**config.mk**
```make
export PLATFORM = sky130hd
export DESIGN_NAME = wmd_step
export DESIGN_NICKNAME = d
export VERILOG_FILES = /design/src/width_masked_int_divider_macros.svh /design/src/wmd_pkg.sv /design/src/wmd_step.sv
export SDC_FILE = /design/constraint.sdc
export NUM_CORES = 1
export LEC_CHECK = 0
export BUFFER_PORTS_ARGS = -buffer_cell sky130_fd_sc_hd__buf_2
export CORE_AREA = 5 5 157 159
export DETAILED_ROUTE_END_ITERATION = 8
export DIE_AREA = 0 0 162 164
export PLACE_DENSITY = 0.75
export SYNTH_ARGS = -nofsm -noshare
export SYNTH_HDL_FRONTEND = slang
export SYNTH_SLANG_ARGS = --single-unit
```
**constraint.sdc**
```tcl
create_clock -name i_clk -period 4.5 [get_ports i_clk]
set_input_delay 0.9 -clock i_clk [delete_from_list [all_inputs] [get_ports i_clk]]
set_output_delay 0.9 -clock i_clk [all_outputs]
set_load 0.05 [all_outputs]
```
**src/width_masked_int_divider_macros.svh**
```systemverilog
// assertion macros for the width-masked integer divider
// used by the top level; no other dependencies
`ifndef WIDTH_MASKED_INT_DIVIDER_MACROS_SVH
`define WIDTH_MASKED_INT_DIVIDER_MACROS_SVH

// same-cycle implication, disabled while reset is asserted
`define WMD_ASSERT_NOW(lbl, clk, rst_n, ante, cons, msg) \
    lbl: assert property (@(posedge clk) disable iff (!rst_n) (ante) |-> (cons)) \
        else $error(msg);

// implication checked a fixed number of cycles later
`define WMD_ASSERT_AFTER(lbl, clk, rst_n, ante, dly, cons, msg) \
    lbl: assert property (@(posedge clk) disable iff (!rst_n) (ante) |-> ## (dly) (cons)) \
        else $error(msg);

`endif

```
**src/wmd_pkg.sv**
```systemverilog
// shared types, constants and helpers of the width-masked integer divider
// no dependencies
`timescale 1ns / 1ps
`default_nettype none

package wmd_pkg;

    // datapath width and width of the type-width field
    localparam int unsigned DW      = 64;
    localparam int unsigned WW      = 7;
    // start to result strobe: prep stage, one stage per quotient bit, post stage
    localparam int unsigned LATENCY = DW + 2;

    typedef logic [DW-1:0] t_word;

    typedef enum logic {
        REQ_DIV = 1'b0,
        REQ_REM = 1'b1
    } t_req;

    // control that travels alongside the operands
    typedef struct packed {
        logic          rem;
        logic          neg;
        logic          trap;
        logic [WW-1:0] width;
    } t_wmd_ctl;

    // ones in the low w bits, all ones for w of DW or more
    function automatic t_word low_mask(input logic [WW-1:0] w);
        t_word m;
        if (w >= WW'(DW)) begin
            m = '1;
        end else begin
            m = (t_word'(1) << w) - t_word'(1);
        end
        return m;
    endfunction

endpackage

`default_nettype wire

```
**src/wmd_step.sv**
```systemverilog
// one restoring division step: one quotient bit per stage
// depends on wmd_pkg
`timescale 1ns / 1ps
`default_nettype none

module wmd_step (
    input  logic               i_clk,
    input  logic               i_rst_n,
    input  logic               i_valid,
    input  wmd_pkg::t_word     i_part,
    input  wmd_pkg::t_word     i_quo,
    input  wmd_pkg::t_word     i_den,
    input  wmd_pkg::t_wmd_ctl  i_ctl,
    output logic               o_valid,
    output wmd_pkg::t_word     o_part,
    output wmd_pkg::t_word     o_quo,
    output wmd_pkg::t_word     o_den,
    output wmd_pkg::t_wmd_ctl  o_ctl
);
    import wmd_pkg::*;

    logic          r_valid;
    t_word         r_part;
    t_word         n_part;
    t_word         r_quo;
    t_word         n_quo;
    t_word         r_den;
    t_wmd_ctl      r_ctl;
    logic [DW:0]   shifted;
    logic [DW:0]   diff;
    logic          ge;

    // shift in next dividend bit, trial subtract
    always_comb begin
        shifted = {i_part, i_quo[DW-1]};
        diff    = shifted - {1'b0, i_den};
        ge      = ~diff[DW];
        n_part  = ge ? diff[DW-1:0] : shifted[DW-1:0];
        n_quo   = {i_quo[DW-2:0], ge};
    end

    // valid with reset
    always_ff @(posedge i_clk) begin
        if (!i_rst_n) begin
            r_valid <= 1'b0;
        end else begin
            r_valid <= i_valid;
        end
    end

    // payload registers
    always_ff @(posedge i_clk) begin
        r_part <= n_part;
        r_quo  <= n_quo;
        r_den  <= i_den;
        r_ctl  <= i_ctl;
    end

    assign o_valid = r_valid;
    assign o_part  = r_part;
    assign o_quo   = r_quo;
    assign o_den   = r_den;
    assign o_ctl   = r_ctl;

endmodule

`default_nettype wire

```
==> reports/metrics.yaml <==
status: "finished, final reports clean"
synth_area_um2: 9110
start_kind: "input pin"
synth_top_area_share_pct: 44.6
report.final.setup_viol: 0
grt_max_degree: 40
tightest_slew_ns: 0.734
ys_ff_latch: 203
crit_required_ns: 4.89
via_count: 8359
drive_gt1_share_pct: 34.4
layout_common_cells: "buf_2 (407), dfxtp_1 (203), inv_1 (87), a21oi_1 (78), ha_1 (64)"
antenna_found_initial: 2
clkTransAtPathRegs_ns: 0.06
cts.path.max_buffers: 3
cts_hold_buf: 0
cts_tree: "done"
ant_nets: 0
first_global_vias: 8461
slew_violations: 0
cts-root-buf: "clkbuf_16"
ys.flop_type: "dfxtp_1"
fin_crit_ns: 3.77
path_class: "in2reg"
grt_pass1_wl_um: 43000
maxSlewHeadroom_pct: 50.4
cts_sinks: 203
ir_drop_mv: 0.377
final_common_cell: "buf_2"
dr.pass1.iters: 5
setup-tns-final_ns: 0
final_hold_viol_count: 0
overflow: 0
post-cts-setup-buffer-count: 0
viasPerCell: 5.04
syn_inst: 946
grt_usage_pct: 19.7
dp_cells: 1618
drt-total-wl_um: 28400
drtIter0Drc: 473
drc: 0
syn_to_final_growth_pct: 33.6
fmax_ghz: 0.266
synth_warnings: 0
finalNonFillerCells: 1659
io_buffers: 407
h-tree-depth: 1
ioPinCount: 408
nets: 1622
start_util_pct: 39.4
async_reset_ff_share_pct: 0
min_path_type: "in2reg"
yosysTopAreaCell: "dfxtp_1"
fin_crit_sh_pct: 83.7
min_path_cells: 1
crit_fanout: 21
p_per_area_nw_per_um2: 471
ys_seq_area_share_pct: 44.6
cp.arrival_ns: 4.16
final-seq-area_um2: 4060
postSynthAreaPerCell_um2: 9.63
crit_path_end_kind: "flip-flop"
fp.dieH_um: 164
synth_edf_count: 0
wl_per_cell_um: 17.1
fp.coreArea_um2: 23100
synthDistinctLibCells: 71
cts_resized: 0
hp-start: "i_quo[30]"
fillCellCount: 2107
p_leak_nw: 6.11
die_w_um: 162
dp_hpwl_um: 23400
syn-num-nets: 1216
rsz0062_at_grt: "false"
dieArea_um2: 26600
rows: 56
gp_congestion: 0.890
synth_area_leaders: "dfxtp_1 (45%), ha_1 (8.8%), mux2_1 (5.9%)"
hold_end: "o_quo[31]"
maxCapViolCount: 0
multi_input_area_um2: 4580
cts_buffers: 22
## Yosys cell counts (3+ instances only)
master / n
dfxtp_1: 203
inv_1: 87
a21oi_1: 78
ha_1: 64
nand2_1: 62
mux2_1: 48
nor2_1: 42
xnor2_1: 34
a21o_1: 32
clkbuf_1: 26
xor2_1: 23
nand4_1: 22
o21ai_0: 19
o21ai_1: 17
o21bai_1: 15
nor2b_1: 11
nand3_1: 10
and3_1: 9
a31oi_1: 8
mux2_2: 8
nand2b_1: 8
nor3_1: 8
and2_1: 6
buf_2: 6
mux2i_1: 6
o21a_1: 6
a211oi_1: 5
a311oi_1: 5
o31ai_1: 5
a211o_1: 4
a21boi_0: 4
o211ai_1: 4
or2_1: 4
a31o_1: 3
and4_1: 3
o2111ai_1: 3
o22ai_1: 3
or3_1: 3
## critical path, stage by stage
cell,delay [ns]
buf_2,0.09
inv_1,0.04
ha_1,0.39
nand4_1,0.21
nor4b_2,0.51
nand3_1,0.15
o22a_1,0.25
a21oi_1,0.23
o21ai_1,0.13
and2_1,0.23
o211a_2,0.29
inv_2,0.08
buf_4,0.30
mux2_2,0.38
## metal layers
layer  share of wire, %  global-route usage [%]  vias to the layer above  routed length [um]
met3                9.1                    4.69                       44                2580
li1                   -                       -                     4125                   -
met5              0.025                       0                        -                   7
met4                1.8                    4.73                        2                 520
met1                 40                    23.9                     3841               11400
met2                 49                    35.5                      347               13900
## registers in the layout, summed over array words and instances (netlist names)
register,count
o_ctl,10
o_den,64
o_part,64
o_valid,1
o_quo,64
## logic make-up (layout without fill, tap and decap cells)
kind of cell	count (synthesis)	after routing	share of synthesized area, %
other	0	1	0
AO/OA/AOI/OAI	236	236	16.9
AND/OR/NAND/NOR	201	201	11.1
flip-flops	203	203	44.6
XOR/XNOR	57	57	5.48
buffers and inverters	121	543	5.11
multiplexers	63	63	7.75
adder cells (fa/ha/maj)	65	65	9.01
## power by group
part	switching, mW	internal, mW
Combinational	1.35	0.566
Sequential	0.0525	2.01
Clock	0.746	1.01
## area by class of cell
type | count | area share [%]
clock inverter | 10 | 0.627
timing repair buffer | 415 | 17.3
tap | 290 | 2.98
sequential | 203 | 33.4
multi-input combinational | 622 | 37.6
inverter | 88 | 2.71
antenna | 1 | 0.0206
clock buffer | 30 | 5.28
## stage by stage
stage          utilization [%]  total power [mW]  hold slack, ns  worst slack, ns  cell area, um^2
3_5_place_dp              49.5              4.02            1.00            0.218            11400
5_1_grt                   52.6              6.00           0.465            0.565            12200
6_report                  52.6              5.73           0.488            0.734            12200
4_1_cts                   52.6              5.80           0.466            0.744            12200
3_3_place_gp              49.5              3.99            1.00            0.310            11400
2_1_floorplan                -              3.50           0.928            0.722             9110
## worst max path at each step
stage              start  cells after the start    endpoint
6_report       i_den[26]                     14  o_part[53]
5_1_grt        i_den[26]                     14  o_part[52]
4_1_cts        i_den[26]                     14  o_part[53]
3_5_place_dp   i_den[26]                     14  o_part[53]
3_3_place_gp   i_den[26]                     14  o_part[49]
2_1_floorplan  i_den[26]                     10  o_part[59]
Note: power is estimated with default switching activity, not from simulation.
