## src/width_masked_int_divider_macros.svh

```systemverilog
// assertion macros for the width-masked integer divider
// used by the top level; no other dependencies
`ifndef WIDTH_MASKED_INT_DIVIDER_MACROS_SVH
`define WIDTH_MASKED_INT_DIVIDER_MACROS_SVH

// same-cycle implication, disabled while reset is asserted
`define WMD_ASSERT_NOW(lbl, clk, rst_n, ante, cons, msg) \
    lbl: assert property (@(posedge clk) disable iff (!rst_n) (ante) |-> (cons)) \
        else $error(msg);

// implication checked a fixed number of cycles later
`define WMD_ASSERT_AFTER(lbl, clk, rst_n, ante, dly, cons, msg) \
    lbl: assert property (@(posedge clk) disable iff (!rst_n) (ante) |-> ## (dly) (cons)) \
        else $error(msg);

`endif

```

## src/wmd_pkg.sv

```systemverilog
// shared types, constants and helpers of the width-masked integer divider
// no dependencies
`timescale 1ns / 1ps
`default_nettype none

package wmd_pkg;

    // datapath width and width of the type-width field
    localparam int unsigned DW      = 64;
    localparam int unsigned WW      = 7;
    // start to result strobe: prep stage, one stage per quotient bit, post stage
    localparam int unsigned LATENCY = DW + 2;

    typedef logic [DW-1:0] t_word;

    typedef enum logic {
        REQ_DIV = 1'b0,
        REQ_REM = 1'b1
    } t_req;

    // control that travels alongside the operands
    typedef struct packed {
        logic          rem;
        logic          neg;
        logic          trap;
        logic [WW-1:0] width;
    } t_wmd_ctl;

    // ones in the low w bits, all ones for w of DW or more
    function automatic t_word low_mask(input logic [WW-1:0] w);
        t_word m;
        if (w >= WW'(DW)) begin
            m = '1;
        end else begin
            m = (t_word'(1) << w) - t_word'(1);
        end
        return m;
    endfunction

endpackage

`default_nettype wire

```

## src/wmd_post.sv

```systemverilog
// output stage: select, sign fix, wrap to the type width, trap zeroing
// depends on wmd_pkg
`timescale 1ns / 1ps
`default_nettype none

module wmd_post (
    input  logic               i_clk,
    input  logic               i_rst_n,
    input  logic               i_valid,
    input  wmd_pkg::t_word     i_part,
    input  wmd_pkg::t_word     i_quo,
    input  wmd_pkg::t_wmd_ctl  i_ctl,
    output logic               o_valid,
    output wmd_pkg::t_word     o_value,
    output logic               o_trap
);
    import wmd_pkg::*;

    localparam int unsigned IW = $clog2(DW);

    logic          r_valid;
    t_word         r_value;
    t_word         n_value;
    logic          r_trap;
    t_word         sel;
    t_word         sgn;
    t_word         mask;
    logic [IW-1:0] top_idx;
    logic          top_bit;

    // quotient or remainder, signed, wrapped and sign-extended
    always_comb begin
        sel     = i_ctl.rem ? i_part : i_quo;
        sgn     = i_ctl.neg ? (t_word'(0) - sel) : sel;
        mask    = low_mask(i_ctl.width);
        top_idx = IW'(i_ctl.width - WW'(1));
        top_bit = sgn[top_idx];
        if (i_ctl.trap) begin
            n_value = '0;
        end else if (top_bit) begin
            n_value = sgn | ~mask;
        end else begin
            n_value = sgn & mask;
        end
    end

    // valid with reset
    always_ff @(posedge i_clk) begin
        if (!i_rst_n) begin
            r_valid <= 1'b0;
        end else begin
            r_valid <= i_valid;
        end
    end

    // result registers
    always_ff @(posedge i_clk) begin
        r_value <= n_value;
        r_trap  <= i_ctl.trap;
    end

    assign o_valid = r_valid;
    assign o_value = r_value;
    assign o_trap  = r_trap;

endmodule

`default_nettype wire

```

## config.mk

```make
export PLATFORM = sky130hd
export DESIGN_NAME = wmd_post
export DESIGN_NICKNAME = d
export VERILOG_FILES = /design/src/width_masked_int_divider_macros.svh /design/src/wmd_pkg.sv /design/src/wmd_post.sv
export SDC_FILE = /design/constraint.sdc
export NUM_CORES = 1
export LEC_CHECK = 0
export ABC_AREA = 1
export BUFFER_PORTS_ARGS = -buffer_cell sky130_fd_sc_hd__buf_2
export CAP_MARGIN = 40
export CORE_MARGIN = 4
export CORE_UTILIZATION = 45
export DETAILED_ROUTE_END_ITERATION = 8
export PLACE_DENSITY = 0.68
export SLEW_MARGIN = 20
export SYNTH_ARGS = -nofsm -noshare
export SYNTH_HDL_FRONTEND = slang
export SYNTH_SLANG_ARGS = --single-unit
```

## constraint.sdc

```tcl
create_clock -name i_clk -period 3.5 [get_ports i_clk]
set_input_delay 0.175 -clock i_clk [delete_from_list [all_inputs] [get_ports i_clk]]
set_output_delay 0.175 -clock i_clk [all_outputs]
set_load 0.1 [all_outputs]
```

==> results.tsv, run 1 <==
metric	value	unit
status	completed	
top cell type by total area after synthesis	sky130_fd_sc_hd__nand2_1	
highest achievable clock rate	0.313	GHz
antenna diode instance count	0	
fraction of synthesis flops using an asynchronous set or reset pin	0	%
total vias in the final route	13200	
post-detailed-route wirelength per cell	16.3	um
routed wire length	41.4	mm
number of synthesized flops with an enable pin	0	
arrival time at the worst endpoint	3420	ps
transition time at the pin with the least slew margin	719	ps
core region area	22000	um2
unrepaired setup endpoints after global routing	no	
via-per-instance ratio	5.21	
Pwr Density	353	nW/um2
count of clock tree sinks	66	
number of routed nets with antenna violations	0	
initial DRC count	1277	
area fraction of the dominant cell type after synthesis	31.4	%
Power Internal	2.04	mW
clock network fraction of total power	24.1	%
data required time of the worst path	3730	ps
Leakage	7.47	nW
top cell types by occurrence after synthesis	sky130_fd_sc_hd__nand2_1, sky130_fd_sc_hd__inv_1, sky130_fd_sc_hd__nor2_1	
residual DRC count	0	
Die Footprint	25000	um2
worst-case vdd ir drop	0.273	mV
netlist area before placement	10100	um2
critical path peak fanout	75	
HPWL reported at the end of detailed placement	35.0	mm
part of the total power dissipated in sequential elements	21.2	%
Final Core Density	53.6	%
worst max-slew margin expressed relative to the limit	52.0	%
ratio of final minimum period to clock period	91.3	%
number of pins with negative max-slew slack in the final report	0	
postcts setup bufs	0	
Filler cells	2449	
Global Route Usage Sum	32.2	%
number of antenna violations at the first check in global routing	1	
weighted congestion reported at the end of routability-driven placement	0.976	
worst hold path type	in2reg	
share of post-route cells with drive strength above 1	14.1	%
CTS H-Tree Depth	3	
power share of the combinational group	54.7	%
chain of cells forming the critical path	buf_4, buf_12, nand2_1, nand2_1, nand2_1, nor2_1, nand3_1, nor2_1, nor2_1, xor2_1, nand2_1, nand3_1, nand3_1, nand3_1, nand3_2, nand2_4, buf_12, nand3_1, nand2_1, inv_1	
clock-pin slew of the registers on the worst-case setup and hold paths	60	ps
Setup TNS	0	ps
Buf/Inv on CP	4	
number of global-route vias before repair	11800	
master of the slowest instance on the critical path	sky130_fd_sc_hd__xor2_1	
hold-critical path depth	3	
root buffer cell	sky130_fd_sc_hd__clkbuf_16	
top cells by area, synth	sky130_fd_sc_hd__nand2_1, sky130_fd_sc_hd__dfxtp_1, sky130_fd_sc_hd__inv_1	
Crit. path cell count	20	
net switching share of the total power	51.0	%
count of max-cap constraint violations	0	
largest stage delay on the critical path	410	ps
critical setup path kind	in2reg	
maximum buffer depth of the clock tree	2	
Mapped Nets	2217	
predominant post-synthesis flop cell	sky130_fd_sc_hd__dfxtp_1	
number of register bits inferred by synthesis	66	
NetSw	2.13	mW
Worst setup EP type	flip-flop	
startpoint kind of the worst setup timing path	primary input	
post-layout minimum cycle time	3200	ps
Synth-to-Final Area Change	16.3	%
first-pass GRT wire length	62.8	mm
total overflow reported by the global router	0	
total setup violations reported at the end of the flow	0	
DRT Pass-1 Iters	6	
initial core utilization	46.0	%
CTS tree	built	
Placement Rows	54	
cells resized by post-CTS repair	0	
pin count of the biggest net entering global routing	76	
Die W	158	um
total of warnings raised by yosys	0	
synthesized instance count	2069	
die height	158	um
Hold-fix buffers, CTS	0	
fin nets	2402	
most frequent cell after synthesis	sky130_fd_sc_hd__nand2_1	
final hold vios	0	
I/O pin cnt	207	
mean area per synthesized cell	4.90	um2
clock buffers created by TritonCTS	9	
IO buf count	206	
proportion of synthesized chip area in sequential cells	13.0	%
distinct cell type count after synthesis	41	
Crit path max-delay family	simple AND/OR/NAND/NOR gates	
area by class of cell:
cell class / count / area (um2) / share of cell area (%)
flip-flops and latches: 66 / 1320 / 11.2
clock inverters: 6 / 90.1 / 0.763
clock buffers: 10 / 239 / 2.03
multi-input cells: 1612 / 7160 / 60.7
inverters: 318 / 1200 / 10.2
well taps: 280 / 350 / 2.97
repair buffers: 247 / 1440 / 12.2
power by group through the flow:
stage | combinational, mW | clock [mW] | sequential [mW]
floorplan | 0.992 | 0 | 1.62
global placement | 2.23 | 0 | 0.899
detailed placement | 2.24 | 0 | 0.898
CTS | 2.25 | 1.01 | 0.883
global route | 2.46 | 1.05 | 0.890
finish | 2.28 | 1.00 | 0.882
worst paths after layout:
check	startpoint	endpoint	slack [ps]
worst min-delay path	i_rst_n	o_valid	10
worst max-delay path	i_ctl[9]	o_value[35]	300
tightest hold or removal path: stages:
cell and delay, ps:
sky130_fd_sc_hd__buf_2 70, sky130_fd_sc_hd__nand2_1 40, sky130_fd_sc_hd__inv_1 40
registers in the layout, summed over array words and instances (netlist names):
| name | count |
|---|---|
| o_trap | 1 |
| o_valid | 1 |
| o_value | 64 |
layer usage:
metal  up-vias  GRT usage, %  part of all wire, %
li1       6659             -                    -
met1      5815          43.1                   43
met2       669          52.4                   44
met3        92          4.62                  9.0
met4         2          12.2                  4.1
met5         -             0                0.017
placed cells by master, fill, tap and decap left out, types with 5 or more instances in the layout:
cell type / Yosys / final
sky130_fd_sc_hd__a21oi_1: 57 / 57
sky130_fd_sc_hd__nor2_2: 13 / 13
sky130_fd_sc_hd__nand4_1: 12 / 12
sky130_fd_sc_hd__o21ai_0: 33 / 33
sky130_fd_sc_hd__inv_2: 9 / 9
sky130_fd_sc_hd__nand2_2: 6 / 6
sky130_fd_sc_hd__xnor2_1: 11 / 11
sky130_fd_sc_hd__buf_12: 0 / 8
sky130_fd_sc_hd__clkbuf_16: 0 / 9
sky130_fd_sc_hd__nor3_1: 17 / 17
sky130_fd_sc_hd__nand2_1: 848 / 848
sky130_fd_sc_hd__buf_4: 13 / 34
sky130_fd_sc_hd__ha_1: 7 / 7
sky130_fd_sc_hd__dfxtp_1: 66 / 66
sky130_fd_sc_hd__o21ai_1: 7 / 7
sky130_fd_sc_hd__a31oi_1: 8 / 8
sky130_fd_sc_hd__nand3_1: 222 / 222
sky130_fd_sc_hd__nor2_1: 281 / 281
sky130_fd_sc_hd__buf_2: 10 / 205
sky130_fd_sc_hd__nand3_2: 6 / 6
sky130_fd_sc_hd__nor2_4: 5 / 5
sky130_fd_sc_hd__inv_1: 307 / 307
sky130_fd_sc_hd__xor2_1: 48 / 48
per-stage QoR:
step | power [mW] | cell area [um2] | hold slack (ps) | instances | setup slack (ps)
2_1_floorplan | 2.61 | 10100 | 203 | 2069 | 668
3_3_place_gp | 3.13 | 11500 | 360 | 2523 | -8.79
3_5_place_dp | 3.14 | 11500 | 361 | 2523 | 40.9
4_1_cts | 4.15 | 11800 | 14.0 | 2539 | 385
5_1_grt | 4.40 | 11800 | 34.5 | 2539 | 92.7
6_report | 4.17 | 11800 | 13.2 | 2539 | 304
cells by family after synthesis:
| logic type | after synthesis | share of synthesized area (%) |
|---|---|---|
| buf+inv | 391 | 16.4 |
| compound gates | 119 | 6.40 |
| simple gates | 1427 | 58.2 |
| flops | 66 | 13.0 |
| xor+xnor | 59 | 5.09 |
| fa+ha+maj | 7 | 0.864 |
Power figures use the tool's default switching activity.
==> inputs of run 2 (changes only) <==
--- a/config.mk
+++ b/config.mk
@@ -11,6 +11,7 @@
 export CORE_MARGIN = 4
 export CORE_UTILIZATION = 45
 export DETAILED_ROUTE_END_ITERATION = 8
+export HOLD_SLACK_MARGIN = 0.06
 export PLACE_DENSITY = 0.68
 export SLEW_MARGIN = 20
 export SYNTH_ARGS = -nofsm -noshare
==> results.tsv, run 2 (synthesis gave the netlist of run 1 again) <==
metric	value	unit
Hold WS	331	ps
final cell area excluding filler cells	11800	um2
net switching share of the total power	51.0	%
startpoint kind of the worst setup timing path	primary input	
worst max-slew margin expressed relative to the limit	51.5	%
transition time at the pin with the least slew margin	727	ps
data required time of the worst path	3730	ps
Power Internal	2.04	mW
root buffer cell	sky130_fd_sc_hd__clkbuf_16	
post-detailed-route wirelength per cell	16.3	um
fin nets	2404	
arrival time at the worst endpoint	3420	ps
share of post-route cells with drive strength above 1	14.1	%
number of routed nets with antenna violations	0	
highest achievable clock rate	0.314	GHz
Placement Rows	54	
post-layout minimum cycle time	3190	ps
overall power of the completed layout	4.17	mW
Worst setup EP type	flip-flop	
IO buf count	206	
CTS H-Tree Depth	3	
initial DRC count	1302	
Pwr Density	352	nW/um2
total vias in the final route	13200	
worst-case vdd ir drop	0.273	mV
CTS tree	built	
Final WS setup	310	ps
number of flip-flops under the largest register name	64	
clock-pin slew of the registers on the worst-case setup and hold paths	60	ps
Leakage	7.47	nW
power share of the combinational group	54.7	%
number of global-route vias before repair	11800	
routed wire length	41.4	mm
maximum buffer depth of the clock tree	2	
post-placement setup slack	40.9	ps
launch point of the worst hold path	i_quo[0]	
core region area	22000	um2
die height	158	um
unrepaired setup endpoints after global routing	no	
antenna diode instance count	0	
first-pass GRT wire length	62.8	mm
status	completed	
Setup TNS	0	ps
final hold vios	0	
worst-case hold path end point	o_value[0]	
postcts setup bufs	0	
clock network fraction of total power	24.1	%
Die W	158	um
count of max-cap constraint violations	0	
total overflow reported by the global router	0	
Die Footprint	25000	um2
cells resized by post-CTS repair	0	
Synth-to-Final Area Change	16.5	%
weighted congestion reported at the end of routability-driven placement	0.976	
worst hold path type	in2reg	
hold-critical path depth	5	
Filler cells	2449	
via-per-instance ratio	5.18	
number of antenna violations at the first check in global routing	1	
initial core utilization	46.0	%
number of pins with negative max-slew slack in the final report	0	
ratio of final minimum period to clock period	91.1	%
part of the total power dissipated in sequential elements	21.2	%
final cell count without fillers	2541	
area of placed instances	11500	um2
I/O pin cnt	207	
HPWL reported at the end of detailed placement	35.0	mm
NetSw	2.12	mW
# placed instances	2523	
clock buffers created by TritonCTS	9	
Global Route Usage Sum	32.2	%
pin count of the biggest net entering global routing	76	
residual DRC count	0	
count of clock tree sinks	66	
Hold-fix buffers, CTS	2	
Final Core Density	53.7	%
DRT Pass-1 Iters	5	
critical path peak fanout	75	
leading cell type in the layout, fill and taps excluded	sky130_fd_sc_hd__nand2_1	
sequential cell area	1320	um2
most used cells in the layout excluding fill and tap cells	sky130_fd_sc_hd__nand2_1, sky130_fd_sc_hd__inv_1, sky130_fd_sc_hd__nor2_1, sky130_fd_sc_hd__nand3_1, sky130_fd_sc_hd__buf_2	
critical setup path kind	in2reg	
Multi-input gate area	7160	um2
total setup violations reported at the end of the flow	0	
==> run 2: cell count changes in the layout (fill, tap and decap cells not counted) <==
cell / before / now
sky130_fd_sc_hd__dlygate4sd3_1: 0 / 2
==> run 2: how the worst max path moves through the flow <==
| stage | to | slack (ps) | start | cells past startpoint |
|---|---|---|---|---|
| 2_1_floorplan | o_value[57] | 670 | i_ctl[0] | 21 |
| 6_report | o_value[35] | 310 | i_ctl[9] | 20 |
| 3_5_place_dp | o_value[30] | 40 | i_ctl[9] | 20 |
| 5_1_grt | o_value[35] | 90 | i_ctl[9] | 20 |
| 4_1_cts | o_value[30] | 390 | i_ctl[9] | 20 |
| 3_3_place_gp | o_value[54] | -9 | i_ctl[9] | 20 |
==> run 2: per-layer routing <==
metal | global-route usage [%] | vias up | share of wire [%]
li1 | - | 6661 | -
met1 | 43.1 | 5812 | 43
met2 | 52.4 | 610 | 45
met3 | 4.62 | 89 | 8.0
met4 | 12.2 | 2 | 3.9
met5 | 0 | - | 0.017
==> run 2: power by group through the flow <==
stage	registers, mW	logic [mW]	clock network [mW]
CTS	0.883	2.25	1.01
finish	0.882	2.28	1.01
global placement	0.899	2.23	0
floorplan	1.62	0.992	0
detailed placement	0.898	2.24	0
global route	0.890	2.46	1.05
==> run 2: cell type report <==
class,count,share of cell area [%]
multi-input combinational,1612,60.6
timing repair buffer,249,12.4
sequential,66,11.2
inverter,318,10.1
tap,280,2.96
clock buffer,10,2.02
clock inverter,6,0.762
==> run 2: worst max-delay path, cell delays in order <==
cell and delay (ps):
sky130_fd_sc_hd__buf_4 210, sky130_fd_sc_hd__buf_12 290, sky130_fd_sc_hd__nand2_1 80, sky130_fd_sc_hd__nand2_1 120
sky130_fd_sc_hd__nand2_1 130, sky130_fd_sc_hd__nor2_1 260, sky130_fd_sc_hd__nand3_1 180, sky130_fd_sc_hd__nor2_1 290
sky130_fd_sc_hd__nor2_1 100, sky130_fd_sc_hd__xor2_1 420, sky130_fd_sc_hd__nand2_1 90, sky130_fd_sc_hd__nand3_1 80
sky130_fd_sc_hd__nand3_1 70, sky130_fd_sc_hd__nand3_1 110, sky130_fd_sc_hd__nand3_2 100, sky130_fd_sc_hd__nand2_4 240
sky130_fd_sc_hd__buf_12 220, sky130_fd_sc_hd__nand3_1 90, sky130_fd_sc_hd__nand2_1 70, sky130_fd_sc_hd__inv_1 40
==> inputs of run 3 (changes only) <==
--- a/config.mk
+++ b/config.mk
@@ -12,7 +12,8 @@
 export CORE_UTILIZATION = 45
 export DETAILED_ROUTE_END_ITERATION = 8
 export HOLD_SLACK_MARGIN = 0.06
-export PLACE_DENSITY = 0.68
+export PLACE_DENSITY = 0.7
+export RECOVER_POWER = 100
 export SLEW_MARGIN = 20
 export SYNTH_ARGS = -nofsm -noshare
 export SYNTH_HDL_FRONTEND = slang
==> constraint.sdc (replaced) <==
create_clock -name i_clk -period 2.84 [get_ports i_clk]
set_input_delay 0.142 -clock i_clk [delete_from_list [all_inputs] [get_ports i_clk]]
set_output_delay 0.142 -clock i_clk [all_outputs]
set_load 0.1 [all_outputs]
==> results.tsv, run 3 (synthesis gave the netlist of run 1 again) <==
metric	value	unit
worst max-slew margin expressed relative to the limit	20.3	%
critical path peak fanout	30	
crit-path most repeated cell	sky130_fd_sc_hd__nand2_1	
first-pass GRT wire length	70.5	mm
post-detailed-route wirelength per cell	16.2	um
Buf/Inv on CP	5	
status	completed	
final cell count without fillers	2879	
root buffer cell	sky130_fd_sc_hd__clkbuf_16	
Final WS setup	78.8	ps
Die Footprint	25000	um2
count of max-cap constraint violations	0	
Crit path max-delay family	simple AND/OR/NAND/NOR gates	
residual DRC count	0	
master of the slowest instance on the critical path	sky130_fd_sc_hd__bufbuf_16	
Placement Rows	54	
Leakage	8.98	nW
worst-case vdd ir drop	0.314	mV
total setup violations reported at the end of the flow	0	
initial core utilization	46.0	%
number of pins with negative max-slew slack in the final report	0	
clock buffers created by TritonCTS	9	
Die W	158	um
hold-critical path depth	1	
ratio of final minimum period to clock period	97.2	%
CTS H-Tree Depth	3	
antenna diode instance count	0	
Setup crit start	i_ctl[9]	
worst hold path type	in2reg	
number of antenna violations at the first check in global routing	0	
CTS tree	built	
post-placement setup slack	-366	ps
count of clock tree sinks	66	
fin nets	2743	
final hold vios	0	
Synth-to-Final Area Change	45.5	%
final cell area excluding filler cells	14800	um2
IO buf count	206	
most used cells in the layout excluding fill and tap cells	sky130_fd_sc_hd__nand2_1, sky130_fd_sc_hd__buf_4, sky130_fd_sc_hd__inv_1, sky130_fd_sc_hd__nor2_1, sky130_fd_sc_hd__nand3_1	
number of global-route vias before repair	13700	
highest achievable clock rate	0.362	GHz
core region area	22000	um2
via-per-instance ratio	5.13	
total vias in the final route	14800	
maximum buffer depth of the clock tree	2	
Pwr Density	380	nW/um2
critical setup path kind	in2reg	
die height	158	um
initial DRC count	1298	
routed wire length	46.6	mm
largest stage delay on the critical path	310	ps
DRT Pass-1 Iters	6	
Global Route Usage Sum	35.7	%
Worst setup EP type	flip-flop	
number of flip-flops under the largest register name	64	
weighted congestion reported at the end of routability-driven placement	1.02	
clock-pin slew of the registers on the worst-case setup and hold paths	60	ps
# placed instances	2847	
total overflow reported by the global router	0	
leading cell type in the layout, fill and taps excluded	sky130_fd_sc_hd__nand2_1	
I/O pin cnt	207	
endpoint of the worst setup timing path	o_value[37]	
unrepaired setup endpoints after global routing	yes	
area of placed instances	14000	um2
transition time at the pin with the least slew margin	1200	ps
Crit. path cell count	22	
pin count of the biggest net entering global routing	52	
chain of cells forming the critical path	buf_6, bufbuf_16, nand2_1, nand2_1, nor2_1, nand2_1, nor2_1, nand2_1, nor2_1, buf_4, nor2_1, xor2_1, nand2_1, nand3_1, nand3_1, nand3_1, nand3_2, nand2_4, buf_12, nand3_1, nand2_1, inv_1	
startpoint kind of the worst setup timing path	primary input	
number of routed nets with antenna violations	0	
post-layout minimum cycle time	2760	ps
HPWL reported at the end of detailed placement	38.1	mm
arrival time at the worst endpoint	3000	ps
share of post-route cells with drive strength above 1	26.0	%
data required time of the worst path	3080	ps
[run 3: cell types whose count changed in the layout (fill, tap and decap cells not counted), moves of 6 or more]
cell and change:
sky130_fd_sc_hd__buf_4 +325, sky130_fd_sc_hd__buf_2 -66, sky130_fd_sc_hd__clkbuf_1 +67, sky130_fd_sc_hd__nor2_1 -52, sky130_fd_sc_hd__buf_12 +6, sky130_fd_sc_hd__nand2_1 -26
sky130_fd_sc_hd__nor2_2 +47, sky130_fd_sc_hd__nand2_2 +26
[run 3: repair_timing]
action / 4_1_cts / 5_1_grt
gates resized for setup: 5 / 95
endpoints found under the hold margin: 1 / 0
gates cloned: 2 / 4
buffers inserted: 0 / 9
pin swaps: 1 / 10
hold buffers: 2 / 0
endpoints found under the setup margin: 22 / 64
[run 3: per-stage QoR]
step           hold slack, ps  util, %  TNS, ps  power (mW)
6_report                  184     67.0        0        5.61
5_1_grt                   196     67.0     -933        5.90
4_1_cts                   179     65.2        0        5.46
3_5_place_dp              327     63.5   -21010        4.28
3_3_place_gp              324     63.5   -17310        4.24
2_1_floorplan             170        -        0        3.21
[run 3: layout make-up]
type	instances	area [um2]
clock buffer	13	270
clock inverter	2	35.0
fill	2168	7270
inverter	318	1200
multi-input combinational	1613	7470
sequential	66	1320
tap	280	350
timing repair buffer	587	4110
[run 3: power by group]
group	switching (mW)	total [mW]	internal, mW	leakage (nW)
combinational	2.32	3.36	1.04	8.28
clock	0.422	1.17	0.746	0.152
sequential	0.0396	1.09	1.05	0.551
[run 3: how the worst min path moves through the flow]
| stage | start | end | slack [ps] |
|---|---|---|---|
| 6_report | i_ctl[7] | o_trap | 180 |
| 5_1_grt | i_ctl[7] | o_trap | 200 |
| 4_1_cts | i_ctl[7] | o_trap | 180 |
| 3_5_place_dp | i_valid | o_valid | 330 |
| 3_3_place_gp | i_valid | o_valid | 320 |
| 2_1_floorplan | i_ctl[7] | o_trap | 170 |
[run 3: per-layer routing]
metal | track usage, % | vias to the layer above | routed length, um
li1 | - | 7346 | -
met1 | 45.5 | 6616 | 19500
met2 | 60.2 | 692 | 21300
met3 | 4.26 | 113 | 3500
met4 | 16.1 | 0 | 2290
met5 | 0 | - | 0
